### src/ppmd_pkg.sv
// ----------------------------------------------------------------------------
// ppmd_pkg
// shared constants, register indexes and control structs of the ppm decoder
// ----------------------------------------------------------------------------
package ppmd_pkg;

  // geometry
  localparam int MAX_DIMENSION = 4096;
  localparam int COORD_W       = 12;
  localparam int DIM_W         = COORD_W + 1;

  // sample arithmetic
  localparam int ACC_W     = 16;
  localparam int PROD_W    = ACC_W + 8;
  localparam int SAMPLE_W  = 8;
  localparam int CHAN_W    = 2;
  localparam int CFG_IDX_W = 2;
  localparam int CFG_DAT_W = 16;
  localparam int DIV_STEPS = SAMPLE_W;
  localparam int STEP_W    = $clog2(DIV_STEPS);

  localparam logic [SAMPLE_W-1:0] FULL_SCALE = 8'd255;
  localparam logic [CHAN_W-1:0]   LAST_CHAN  = 2'd2;
  localparam logic [ACC_W-1:0]    ACC_LIMIT  = 16'hFFFF;
  localparam logic [7:0]          CHAR_ZERO  = 8'h30;
  localparam logic [7:0]          CHAR_NINE  = 8'h39;

  // configuration register indexes
  localparam logic [CFG_IDX_W-1:0] REG_BINARY_MODE  = 2'd0;
  localparam logic [CFG_IDX_W-1:0] REG_IMAGE_WIDTH  = 2'd1;
  localparam logic [CFG_IDX_W-1:0] REG_IMAGE_HEIGHT = 2'd2;
  localparam logic [CFG_IDX_W-1:0] REG_MAX_LEVEL    = 2'd3;

  // controller to datapath
  typedef struct packed {
    logic accept;    // input word taken this cycle
    logic mul;       // form value * 255 and latch divisor
    logic chk;       // range check, seed remainder
    logic div_step;  // one restoring division step
    logic emit;      // load output register, advance position
  } ppmd_cmd_t;

  // datapath to controller
  typedef struct packed {
    logic start_sample;  // accepted word completes a sample
    logic out_free;      // output register can take a word this cycle
  } ppmd_sts_t;

  // clamp a dimension register to 1..MAX_DIMENSION
  function automatic logic [DIM_W-1:0] bound_dim(input logic [DIM_W-1:0] v);
    logic [DIM_W-1:0] r;
    if (v == '0) begin
      r = DIM_W'(1);
    end else if (v > DIM_W'(MAX_DIMENSION)) begin
      r = DIM_W'(MAX_DIMENSION);
    end else begin
      r = v;
    end
    return r;
  endfunction

endpackage

### src/ppmd_ctrl.sv
// ----------------------------------------------------------------------------
// ppmd_ctrl
// sequencer: accept, multiply, range check, eight divide steps, emit
// ----------------------------------------------------------------------------
module ppmd_ctrl (
  input  logic               clk,
  input  logic               rst_n,
  input  logic               in_valid,
  output logic               in_stall,
  input  ppmd_pkg::ppmd_sts_t sts,
  output ppmd_pkg::ppmd_cmd_t cmd
);
  import ppmd_pkg::*;

  typedef enum logic [2:0] {
    ST_IDLE,
    ST_MUL,
    ST_CHK,
    ST_DIV,
    ST_EMIT
  } state_t;

  state_t              state_r, state_nxt;
  logic [STEP_W-1:0]   step_r, step_nxt;

  always_comb begin
    state_nxt = state_r;
    step_nxt  = step_r;
    case (state_r)
      ST_IDLE: begin
        if (in_valid && sts.start_sample) state_nxt = ST_MUL;
      end
      ST_MUL: begin
        state_nxt = ST_CHK;
      end
      ST_CHK: begin
        state_nxt = ST_DIV;
        step_nxt  = '0;
      end
      ST_DIV: begin
        if (step_r == STEP_W'(DIV_STEPS - 1)) begin
          state_nxt = ST_EMIT;
        end else begin
          step_nxt = step_r + STEP_W'(1);
        end
      end
      ST_EMIT: begin
        if (sts.out_free) state_nxt = ST_IDLE;
      end
      default: state_nxt = ST_IDLE;
    endcase
  end

  always_ff @(posedge clk) begin
    if (!rst_n) begin
      state_r <= ST_IDLE;
      step_r  <= '0;
    end else begin
      state_r <= state_nxt;
      step_r  <= step_nxt;
    end
  end

  assign in_stall     = (state_r != ST_IDLE);
  assign cmd.accept   = (state_r == ST_IDLE) && in_valid;
  assign cmd.mul      = (state_r == ST_MUL);
  assign cmd.chk      = (state_r == ST_CHK);
  assign cmd.div_step = (state_r == ST_DIV);
  assign cmd.emit     = (state_r == ST_EMIT) && sts.out_free;

endmodule

### src/ppmd_dp.sv
// ----------------------------------------------------------------------------
// ppmd_dp
// config registers, digit accumulator, scaler, position counters, output reg
// ----------------------------------------------------------------------------
module ppmd_dp (
  input  logic                                clk,
  input  logic                                rst_n,
  input  ppmd_pkg::ppmd_cmd_t                 cmd,
  output ppmd_pkg::ppmd_sts_t                 sts,
  input  logic [7:0]                          in_byte,
  input  logic                                cfg_we,
  input  logic [ppmd_pkg::CFG_IDX_W-1:0]      cfg_index,
  input  logic [ppmd_pkg::CFG_DAT_W-1:0]      cfg_data,
  output logic                                out_valid,
  input  logic                                out_stall,
  output logic [ppmd_pkg::SAMPLE_W-1:0]       out_sample,
  output logic [ppmd_pkg::CHAN_W-1:0]         out_channel,
  output logic [ppmd_pkg::COORD_W-1:0]        out_column,
  output logic [ppmd_pkg::COORD_W-1:0]        out_row,
  output logic                                out_over_range,
  output logic                                out_last
);
  import ppmd_pkg::*;

  // configuration
  logic                 binary_mode_r;
  logic [DIM_W-1:0]     image_width_r;
  logic [DIM_W-1:0]     image_height_r;
  logic [ACC_W-1:0]     max_level_r;

  // parse and position state
  logic [ACC_W-1:0]     acc_r;
  logic                 pending_r;
  logic [CHAN_W-1:0]    chan_r;
  logic [COORD_W-1:0]   col_r;
  logic [COORD_W-1:0]   row_r;
  logic                 done_r;

  // scaler
  logic [ACC_W-1:0]     value_r;
  logic [PROD_W-1:0]    prod_r;
  logic [ACC_W-1:0]     divisor_r;
  logic [ACC_W-1:0]     rem_r;
  logic [SAMPLE_W-1:0]  low_r;
  logic [SAMPLE_W-1:0]  quot_r;
  logic                 over_r;

  // output register
  logic                 out_valid_r;
  logic [SAMPLE_W-1:0]  out_sample_r;
  logic [CHAN_W-1:0]    out_channel_r;
  logic [COORD_W-1:0]   out_column_r;
  logic [COORD_W-1:0]   out_row_r;
  logic                 out_over_r;
  logic                 out_last_r;

  logic                 is_digit;
  logic [ACC_W+3:0]     acc_mul;
  logic [ACC_W-1:0]     acc_nxt;
  logic [ACC_W:0]       trial;
  logic                 fits;
  logic [DIM_W-1:0]     w_bound, h_bound;
  logic                 row_end, img_end, is_blue;

  assign is_digit = (in_byte >= CHAR_ZERO) && (in_byte <= CHAR_NINE);
  assign acc_mul  = ({4'b0, acc_r} << 3) + ({4'b0, acc_r} << 1)
                  + (ACC_W+4)'(in_byte - CHAR_ZERO);
  assign acc_nxt  = (acc_mul > (ACC_W+4)'(ACC_LIMIT)) ? ACC_LIMIT : acc_mul[ACC_W-1:0];

  assign sts.start_sample = !done_r && (binary_mode_r || (!is_digit && pending_r));
  assign sts.out_free     = !out_valid_r || !out_stall;

  // restoring divide step
  assign trial = {rem_r, low_r[SAMPLE_W-1]};
  assign fits  = trial >= {1'b0, divisor_r};

  assign w_bound = bound_dim(image_width_r);
  assign h_bound = bound_dim(image_height_r);
  assign row_end = ({1'b0, col_r} + DIM_W'(1)) >= w_bound;
  assign img_end = row_end && (({1'b0, row_r} + DIM_W'(1)) >= h_bound);
  assign is_blue = (chan_r >= LAST_CHAN);

  always_ff @(posedge clk) begin
    if (!rst_n) begin
      binary_mode_r  <= 1'b0;
      image_width_r  <= DIM_W'(1);
      image_height_r <= DIM_W'(1);
      max_level_r    <= ACC_W'(255);
    end else if (cfg_we) begin
      case (cfg_index)
        REG_BINARY_MODE:  binary_mode_r  <= cfg_data[0];
        REG_IMAGE_WIDTH:  image_width_r  <= cfg_data[DIM_W-1:0];
        REG_IMAGE_HEIGHT: image_height_r <= cfg_data[DIM_W-1:0];
        REG_MAX_LEVEL:    max_level_r    <= cfg_data;
        default: ;
      endcase
    end
  end

  // byte parsing and position counters
  always_ff @(posedge clk) begin
    if (!rst_n) begin
      acc_r     <= '0;
      pending_r <= 1'b0;
      chan_r    <= '0;
      col_r     <= '0;
      row_r     <= '0;
      done_r    <= 1'b0;
    end else begin
      if (cmd.accept && !done_r && !binary_mode_r) begin
        if (is_digit) begin
          acc_r     <= acc_nxt;
          pending_r <= 1'b1;
        end else if (pending_r) begin
          acc_r     <= '0;
          pending_r <= 1'b0;
        end
      end
      if (cmd.emit) begin
        if (is_blue) begin
          chan_r <= '0;
          if (row_end) begin
            col_r <= '0;
            if (img_end) begin
              done_r <= 1'b1;
            end else begin
              row_r <= row_r + COORD_W'(1);
            end
          end else begin
            col_r <= col_r + COORD_W'(1);
          end
        end else begin
          chan_r <= chan_r + CHAN_W'(1);
        end
      end
    end
  end

  // scaler: value * 255 / max_level, eight quotient bits
  always_ff @(posedge clk) begin
    if (cmd.accept) begin
      value_r <= binary_mode_r ? {8'b0, in_byte} : acc_r;
    end
    if (cmd.mul) begin
      prod_r    <= ({8'b0, value_r} << 8) - {8'b0, value_r};
      divisor_r <= (max_level_r == '0) ? ACC_W'(1) : max_level_r;
    end
    if (cmd.chk) begin
      over_r <= prod_r >= {divisor_r, 8'b0};
      rem_r  <= prod_r[PROD_W-1:SAMPLE_W];
      low_r  <= prod_r[SAMPLE_W-1:0];
      quot_r <= '0;
    end
    if (cmd.div_step) begin
      rem_r  <= fits ? (trial[ACC_W-1:0] - divisor_r) : trial[ACC_W-1:0];
      low_r  <= {low_r[SAMPLE_W-2:0], 1'b0};
      quot_r <= {quot_r[SAMPLE_W-2:0], fits};
    end
  end

  // output register
  always_ff @(posedge clk) begin
    if (!rst_n) begin
      out_valid_r <= 1'b0;
    end else if (cmd.emit) begin
      out_valid_r <= 1'b1;
    end else if (out_valid_r && !out_stall) begin
      out_valid_r <= 1'b0;
    end
  end

  always_ff @(posedge clk) begin
    if (cmd.emit) begin
      out_sample_r  <= over_r ? FULL_SCALE : quot_r;
      out_channel_r <= chan_r;
      out_column_r  <= col_r;
      out_row_r     <= row_r;
      out_over_r    <= over_r;
      out_last_r    <= is_blue && img_end;
    end
  end

  assign out_valid      = out_valid_r;
  assign out_sample     = out_sample_r;
  assign out_channel    = out_channel_r;
  assign out_column     = out_column_r;
  assign out_row        = out_row_r;
  assign out_over_range = out_over_r;
  assign out_last       = out_last_r;

endmodule

### src/ppm_pixel_body_decoder.sv
// ----------------------------------------------------------------------------
// ppm_pixel_body_decoder
// turns ppm pixel-body bytes (text or raw) into scaled rgb samples with position
// ----------------------------------------------------------------------------
//
//   channel  direction  handshake            word
//   in_      input      in_valid / in_stall  in_byte, one body byte
//   out_     output     out_valid/out_stall  sample, channel, column, row,
//                                            over_range, last
//   cfg_     input      cfg_valid/cfg_ready  cfg_index, cfg_data
//
// a digit or an ignored byte is taken and the block stays idle; a byte that
// completes a sample runs accept, multiply, range check, 8 restoring divide
// steps, then a load that waits while the full output register is stalled
// the next byte is taken while a finished word still waits on out_stall
// rst_n is synchronous and active low; config regs reset to 0, 1, 1, 255
// cfg_ready is always high; write config only while the block is idle
//
module ppm_pixel_body_decoder (
  input  logic                            clk,
  input  logic                            rst_n,
  // byte input
  input  logic                            in_valid,
  output logic                            in_stall,
  input  logic [7:0]                      in_byte,
  // sample output
  output logic                            out_valid,
  input  logic                            out_stall,
  output logic [ppmd_pkg::SAMPLE_W-1:0]   out_sample,
  output logic [ppmd_pkg::CHAN_W-1:0]     out_channel,
  output logic [ppmd_pkg::COORD_W-1:0]    out_column,
  output logic [ppmd_pkg::COORD_W-1:0]    out_row,
  output logic                            out_over_range,
  output logic                            out_last,
  // register writes
  input  logic                            cfg_valid,
  output logic                            cfg_ready,
  input  logic [ppmd_pkg::CFG_IDX_W-1:0]  cfg_index,
  input  logic [ppmd_pkg::CFG_DAT_W-1:0]  cfg_data
);
  import ppmd_pkg::*;

  ppmd_cmd_t cmd;
  ppmd_sts_t sts;
  logic      cfg_we;

  // registers can be written any cycle
  assign cfg_ready = 1'b1;
  assign cfg_we    = cfg_valid && cfg_ready;

  // sequencer
  ppmd_ctrl u_ctrl (
    .clk      (clk),
    .rst_n    (rst_n),
    .in_valid (in_valid),
    .in_stall (in_stall),
    .sts      (sts),
    .cmd      (cmd)
  );

  // parsing, scaling, position tracking and output register
  ppmd_dp u_dp (
    .clk            (clk),
    .rst_n          (rst_n),
    .cmd            (cmd),
    .sts            (sts),
    .in_byte        (in_byte),
    .cfg_we         (cfg_we),
    .cfg_index      (cfg_index),
    .cfg_data       (cfg_data),
    .out_valid      (out_valid),
    .out_stall      (out_stall),
    .out_sample     (out_sample),
    .out_channel    (out_channel),
    .out_column     (out_column),
    .out_row        (out_row),
    .out_over_range (out_over_range),
    .out_last       (out_last)
  );

endmodule
### config.mk
export PLATFORM = sky130hd
export DESIGN_NAME = ppm_pixel_body_decoder
export DESIGN_NICKNAME = d
export VERILOG_FILES = /design/src/ppmd_pkg.sv /design/src/ppmd_ctrl.sv /design/src/ppmd_dp.sv /design/src/ppm_pixel_body_decoder.sv
export SDC_FILE = /design/constraint.sdc
export NUM_CORES = 1
export LEC_CHECK = 0
export ABC_AREA = 1
export BUFFER_PORTS_ARGS = -buffer_cell sky130_fd_sc_hd__buf_2
export CORE_ASPECT_RATIO = 2
export CORE_MARGIN = 1.5
export CORE_UTILIZATION = 38
export CTS_BUF_LIST = sky130_fd_sc_hd__clkbuf_16
export CTS_CLUSTER_DIAMETER = 30
export CTS_CLUSTER_SIZE = 28
export DETAILED_ROUTE_END_ITERATION = 16
export HOLD_SLACK_MARGIN = 0.1
export PLACE_DENSITY_LB_ADDON = 0.12
export SETUP_SLACK_MARGIN = 0.1
export SYNTH_ARGS = -nofsm -noshare
export SYNTH_HDL_FRONTEND = slang
export SYNTH_SLANG_ARGS = --single-unit
### constraint.sdc
create_clock -name clk -period 4.1 [get_ports clk]
set_input_delay 0.41 -clock clk [delete_from_list [all_inputs] [get_ports clk]]
set_output_delay 0.41 -clock clk [all_outputs]
set_load 0.05 [all_outputs]
# After elaboration in Yosys (flattened, before gate mapping)
# Index checks and enable logic that the tools add are counted.
[op_classes]
n_lt_le_gt_ge = 10
bitwise = 1
n_addsub = 11
n_eq_ne = 12
mux = 26
reduce_logical = 37
[ops]
columns = ["operator", "n"]
rows = [
  ["$mux 16", 6],
  ["$mux 13", 4],
  ["$mux 8", 5],
  ["$add 12x1->13 const B", 2],
  ["$ge 13x13->1", 2],
  ["$gt 13x13->1 const B", 2],
  ["$logic_not 13->1", 2],
  ["$add 12x1->12 const B", 2],
  ["$ge 24x24->1", 1],
  ["$sub 24x16->24", 1],
  ["$add 19x17->20", 1],
  ["$add 20x20->20", 1],
  ["$gt 20x16->1 const B", 1],
  ["$ge 17x16->1", 1],
  ["$logic_not 16->1", 1],
  ["$sub 16x16->16", 1],
  ["$pmux 3 s5", 1],
  ["$reduce_and 2->1", 7],
  ["$mux 12", 1],
  ["$mux 3", 4],
  ["$logic_and 1x1->1", 11],
  ["$sub 8x6->9 const B", 1],
  ["$ge 8x6->1 const B", 1],
  ["$le 8x6->1 const B", 1],
  ["22 further kinds", 37],
]
[word_totals]
input_bits = 31
regBits = 219
out_inout_bits = 39
elab_cells = 125

# Longest topological paths before layout
[logic_depth]
depth_word = 9
mapped_depth = 21
ltp_nobuf = 20

# Hierarchy
# Synthesis repeated with hierarchy kept, for this count alone.
[unflattened]
cells_unflattened = 1530
hier_area_um2 = 12690.9
[by_module_without_submodules]
columns = ["mod", "area_per_inst_um2", "seq_area_each_um2", "cells_per_inst", "instances"]
rows = [
  ["ppmd_dp", 12318.1, 5505.3, 1478, 1],
  ["ppmd_ctrl", 361.6, 120.1, 50, 1],
  ["ppm_pixel_body_decoder", 11.3, 0.0, 2, 1],
]

# Worst setup path after synthesis
# Ideal clock, no wire load.
[synth_timing]
path_kind = "in2reg"
start = "in in_byte[4]"
end = "reg u_dp.acc_r[6]"
required_time_ps = 3968
cell_stages = 17
n_path_buf = 1
setup_ps = 132
setup_slack_ps = 703
arrival_time_ps = 3265
cell_sequence = "ha_1 -> nor2_1 -> fa_1 -> ha_1 -> nand2_1 -> inv_1 -> a21oi_1 -> nand2_1 -> nand2_1 -> nand2_1 -> nand2_1 -> nand2_1 -> nor2_4 -> buf_4 -> nand4_1 -> nand2_1 -> a21oi_1"
[synth_via]
elab_chain_len = 5
elab_cells_between_ends = 10
classes_between = "add/sub (2); order compare (3); mux (2); reduce/logical (3)"
[synth_lines]
columns = ["element", "line", "text"]
rows = [
  ["start: declaration", "ppm_pixel_body_decoder.sv:25", "input logic [7:0] in_byte,"],
  ["$sub 8x6->9", "ppmd_dp.sv:67", "+ (ACC_W+4)'(in_byte - CHAR_ZERO);"],
  ["$add 20x20->20", "ppmd_dp.sv:67", ""],
  ["$gt 20x16->1", "ppmd_dp.sv:68", "assign acc_nxt = (acc_mul > (ACC_W+4)'(ACC_LIMIT)) ? ACC_LIMIT : acc_mul[ACC_W-1:0];"],
  ["$mux 16", "ppmd_dp.sv:68", ""],
  ["$mux 16", "ppmd_dp.sv:111", "if (is_digit) begin"],
  ["end signal: assignment", "ppmd_dp.sv:112", "acc_r <= acc_nxt;"],
  ["end: declaration", "ppmd_dp.sv:32", "logic [ACC_W-1:0] acc_r;"],
]
# Several ways; a longest one is shown, not always the timed one.
# A chain may end at the register's enable or synchronous reset.

# Worst setup path after layout
[layout_timing]
start = "reg u_dp.col_r[0]"
end = "reg u_dp.col_r[10]"
[layout_via]
elab_chain_len = 3
elab_cells_between_ends = 4
classes_between = "add/sub (2); order compare (1); mux (1)"
[layout_lines]
columns = ["element", "line", "text"]
rows = [
  ["start: declaration", "ppmd_dp.sv:35", "logic [COORD_W-1:0] col_r;"],
  ["start signal: assignment", "ppmd_dp.sv:130", "col_r <= col_r + COORD_W'(1);"],
  ["$add 12x1->13", "ppmd_dp.sv:79", "assign row_end = ({1'b0, col_r} + DIM_W'(1)) >= w_bound;"],
  ["$ge 13x13->1", "ppmd_dp.sv:79", ""],
  ["$mux 12 (*)", "ppmd_dp.sv:122", "if (row_end) begin"],
]
# Mark *: on every way between the ends. The rest lies on a longest branch, timed or not.

==> run summary <==
===================================================================================
Clock tree skew after final layout                                       0.02387 ns
Final period utilization                                                     83.36%
Site row count                                                                   94
Simple-gate portion of the synthesized area                                  24.51%
Iter 0 DRT Violations                                                           422
Power consumption                                                          5.792 mW
Die Area                                                                  34820 um2
Post_cts resized                                                                  0
Worst r2r path cells                                                             16
Max H-tree Level                                                                  1
Ratio of cells with drive above 1 in the final layout                        10.17%
RSZ-0062 raised after global routing                                          false
Total Routing Usage GR                                                       18.56%
Global routing met3 resource utilization                                     1.755%
Number of vias per cell                                                       4.948
Placeable core area                                                       33050 um2
RD Place Congestion                                                          0.9218
Post-CTS Setup Inserts                                                            0
Launching element type of the critical path                                    flop
Top post-synthesis cells by area                                       sky130_fd_sc_hd__edfxtp_1 (29%), sky130_fd_sc_hd__dfxtp_1 (15%), sky130_fd_sc_hd__nand2_1 (10%)
Aggregate global routing overflow                                                 0
Number of global-route vias before repair                                     10450
Mapped Nets                                                                    1676
Remaining design rule violation count                                             0
Number of enable-type register cells in the synthesized netlist                 124
Most common library cells after synthesis                              sky130_fd_sc_hd__nand2_1 (353), sky130_fd_sc_hd__inv_1 (182), sky130_fd_sc_hd__nor2_1 (168), sky130_fd_sc_hd__edfxtp_1 (124), sky130_fd_sc_hd__dfxtp_1 (95)
Initial antenna violation count                                                   0
Kind of critical path                                                  flop to flop
Top cell type by total area after synthesis                            sky130_fd_sc_hd__edfxtp_1
Nature of the critical path endpoint                                           flop
Area share of fa/ha/maj cells after synthesis                                11.61%
Reg2Reg Launch Point                                                   u_dp.col_r[0]
Count of placed standard cells in the final layout, fillers left out           2054
DPL Wire Length                                                            24.69 mm
Reg clk slew, reported paths                                                0.06 ns
Capturing point of the worst reg2reg path                              u_dp.col_r[10]
Pin slew with the least headroom to its limit                              1.116 ns
Maximum number of pins on one net before global-route repair                     60
Worst Slack Setup Final                                                   0.6823 ns
Number of different library cells in the post-synthesis netlist                  48
Combinational family with the most area after synthesis                simple AND/OR/NAND/NOR gates
Multiplexer fraction of the synthesized cell area                                0%
Timing endpoint of the critical path                                   u_dp.col_r[10]
Vertical extent of the die                                                 262.4 um
ANT cells                                                                         0
Number of CTS-inserted buffers                                                   29
Pre-antenna DRT Iters                                                             7
Area growth from synthesis to final layout                                   13.71%
Worst endpoint required time                                                4.58 ns
Via count                                                                     10160
Final setup viols                                                                 0
Number of clock sinks                                                           219
Met1 track demand over resource in global routing                            18.29%
Xor-xnor portion of the synthesized cell area                                3.905%
Placed Cells                                                                   1998
Layer with the highest usage                                                   met2
Fin. Hold Viols                                                                   0
Share of the synthesized area in compound gates (AO/OA/AOI/OAI)              8.436%
Power per Cell Area                                                    398.4 nW/um2
Pre-CTS setup slack                                                       0.5969 ns
Worst setup startpoint                                                 u_dp.col_r[0]
Register bit count reported by yosys                                            219
Yosys top cell area share                                                    29.13%
Final routed wire length divided by cell count                             15.53 um
Worst vdd ir                                                               310.2 uV
Reported leakage power                                                     6.505 nW
Outcome                                                                finished clean
Root buf cell                                                          sky130_fd_sc_hd__clkbuf_16
Share of the yosys chip area belonging to registers                          44.00%
Type of the worst min-delay path                                       primary input to flop
F_max                                                                     292.6 MHz
Dominant synthesized flop cell                                         sky130_fd_sc_hd__edfxtp_1
Number of nets with antenna violations after detailed routing                     0
Maximum clock path buffer count                                                   3
Crit path DAT                                                               3.90 ns
Peak fanout along the critical path                                              12
Worst-path cell with the longest stage delay                           sky130_fd_sc_hd__nor3_2
Synthesized cell area                                                     12780 um2
Share of synthesized registers carrying an async set or reset                    0%
Number of input and output port buffers inserted                                 68
Worst hold slack after final layout                                       0.1240 ns
Cell Chain, Critical Path                                              inv_1 > nor3_2 > nand3_1 > nor2_1 > nand3_1 > nor3_2 > xor2_1 > inv_1 > ha_1 > nand2_1 > o21ai_0 > a21oi_1 > nand3_1 > nor3_2 > nand2_1 > o21ai_0
Post-Route Setup TNS                                                           0 ns
Clock tree from TritonCTS                                                       yes
First-pass GRT wire length                                                 51.67 mm
Top-level I/O count                                                              70
Relative slew slack                                                          25.42%
Period minus WS final                                                      3.418 ns
Later-pin clock latency in the skew report                                  0.57 ns
Critical path's largest stage delay                                         0.68 ns
Slack of the worst reg-to-reg path                                          0.68 ns
Met2 usage in global routing                                                 36.83%
Final WL                                                                   31.91 mm
Post-CTS Hold Fix Bufs                                                            2
Starting utilization of the core area                                        38.68%
Synthesized area divided by synthesized cell count                        8.323 um2
Yosys warning total                                                               0
Most frequent cell after synthesis                                     sky130_fd_sc_hd__nand2_1
Max Cap Viol                                                                      0
Final layout net count                                                         1739
Max-slew violation count                                                          0
Cells after synthesis                                                          1536
Die X-Extent                                                               132.7 um
===================================================================================
-- report_power, final --
| group | switching (mW) | internal (mW) | total [mW] | leakage, nW |
|---|---|---|---|---|
| clock network | 1.09 | 1.51 | 2.60 | 0.503 |
| registers | 0.0651 | 2.43 | 2.49 | 1.91 |
| logic | 0.455 | 0.249 | 0.703 | 4.09 |
| total | 1.61 | 4.18 | 5.79 | 6.51 |
-- worst max-delay path: cells and delay by family (launching register included) --
kind | cells | cell delay, ns
AOI/OAI and AO/OA | 3 | 0.34
and+or+nand+nor | 9 | 1.93
xor gates and xnor gates | 1 | 0.17
DFF | 1 | 0.40
buffers and inverters | 2 | 0.17
adders and majority gates | 1 | 0.30
-- per-stage QoR --
step | util, % | instance area (um2)
2_1_floorplan | - | 12780
6_report | 43.99 | 14540
3_5_place_dp | 40.86 | 13510
5_1_grt | 43.99 | 14540
3_3_place_gp | 40.86 | 13510
4_1_cts | 43.99 | 14540
-- cell type report --
type,count,area (um2)
Clock buffer,30,750.7
Clock inverter,24,261.5
Fill cell,3280,18510
Inverter,192,720.7
Multi-Input combinational cell,1078,6211
Sequential cell,219,5625
Tap cell,432,540.5
Timing Repair Buffer,79,427.9
-- worst min path at each step --
stage	startpoint	endpoint	slack [ns]	cells past startpoint
2_1_floorplan	u_dp.chan_r[0]	u_dp.out_channel[0]	0.41	0
3_3_place_gp	u_dp.chan_r[1]	u_dp.out_channel[1]	0.41	0
3_5_place_dp	u_dp.col_r[11]	u_dp.out_column[11]	0.42	0
4_1_cts	cfg_data[13]	u_dp.max_level_r[13]	0.11	3
5_1_grt	cfg_data[7]	u_dp.max_level_r[7]	0.13	3
6_report	cfg_data[13]	u_dp.max_level_r[13]	0.12	3
-- registers in the layout (all words and copies together), names as in the netlist, 13 cells and up --
register	flops
u_dp.prod_r	24
u_dp.acc_r	16
u_dp.divisor_r	16
u_dp.max_level_r	16
u_dp.rem_r	16
u_dp.value_r	16
u_dp.image_height_r	13
u_dp.image_width_r	13
-- routing by layer --
metal / wire length (um) / up-vias
met2: 17640 / 177
met5: 0 / -
li1: - / 5227
met3: 884 / 79
met1: 11640 / 4681
met4: 1744 / 0
-- cell usage in the layout (no fill, tap or decap), types with 3 or more instances in the layout --
cell                        instances
sky130_fd_sc_hd__and2_1             4
sky130_fd_sc_hd__xnor2_1           17
sky130_fd_sc_hd__nor2_1           167
sky130_fd_sc_hd__ha_1              93
sky130_fd_sc_hd__nand3_1           82
sky130_fd_sc_hd__nand2_2            3
sky130_fd_sc_hd__fa_1              16
sky130_fd_sc_hd__xor2_1            40
sky130_fd_sc_hd__clkinv_4           3
sky130_fd_sc_hd__buf_4              9
sky130_fd_sc_hd__a21oi_1           83
sky130_fd_sc_hd__nor2_2             4
sky130_fd_sc_hd__o21ai_0           81
sky130_fd_sc_hd__inv_6              4
sky130_fd_sc_hd__nor2_4             6
sky130_fd_sc_hd__nor4_1            16
sky130_fd_sc_hd__clkinv_1           3
sky130_fd_sc_hd__nor3_2             4
sky130_fd_sc_hd__a32o_1             3
sky130_fd_sc_hd__nor3_1            17
sky130_fd_sc_hd__dfxtp_1           95
sky130_fd_sc_hd__nand3b_1          21
sky130_fd_sc_hd__edfxtp_1         124
sky130_fd_sc_hd__buf_2             68
sky130_fd_sc_hd__inv_1            184
sky130_fd_sc_hd__nand4_1           31
sky130_fd_sc_hd__clkbuf_16         30
sky130_fd_sc_hd__o21ai_1            6
sky130_fd_sc_hd__o21a_1             3
sky130_fd_sc_hd__inv_2              8
sky130_fd_sc_hd__a21oi_2            3
sky130_fd_sc_hd__clkinv_8           3
sky130_fd_sc_hd__nand2_1          353
-- cell families (layout without fill, tap and decap cells) --
group | count (synthesis) | after routing
buffers and inverters | 239 | 325
and+or+nand+nor | 716 | 716
AOI/OAI and AO/OA | 195 | 195
DFF | 219 | 219
other | 1 | 1
adders and majority gates | 109 | 109
xor gates and xnor gates | 57 | 57
No activity file was read; power rests on OpenSTA's default activity.
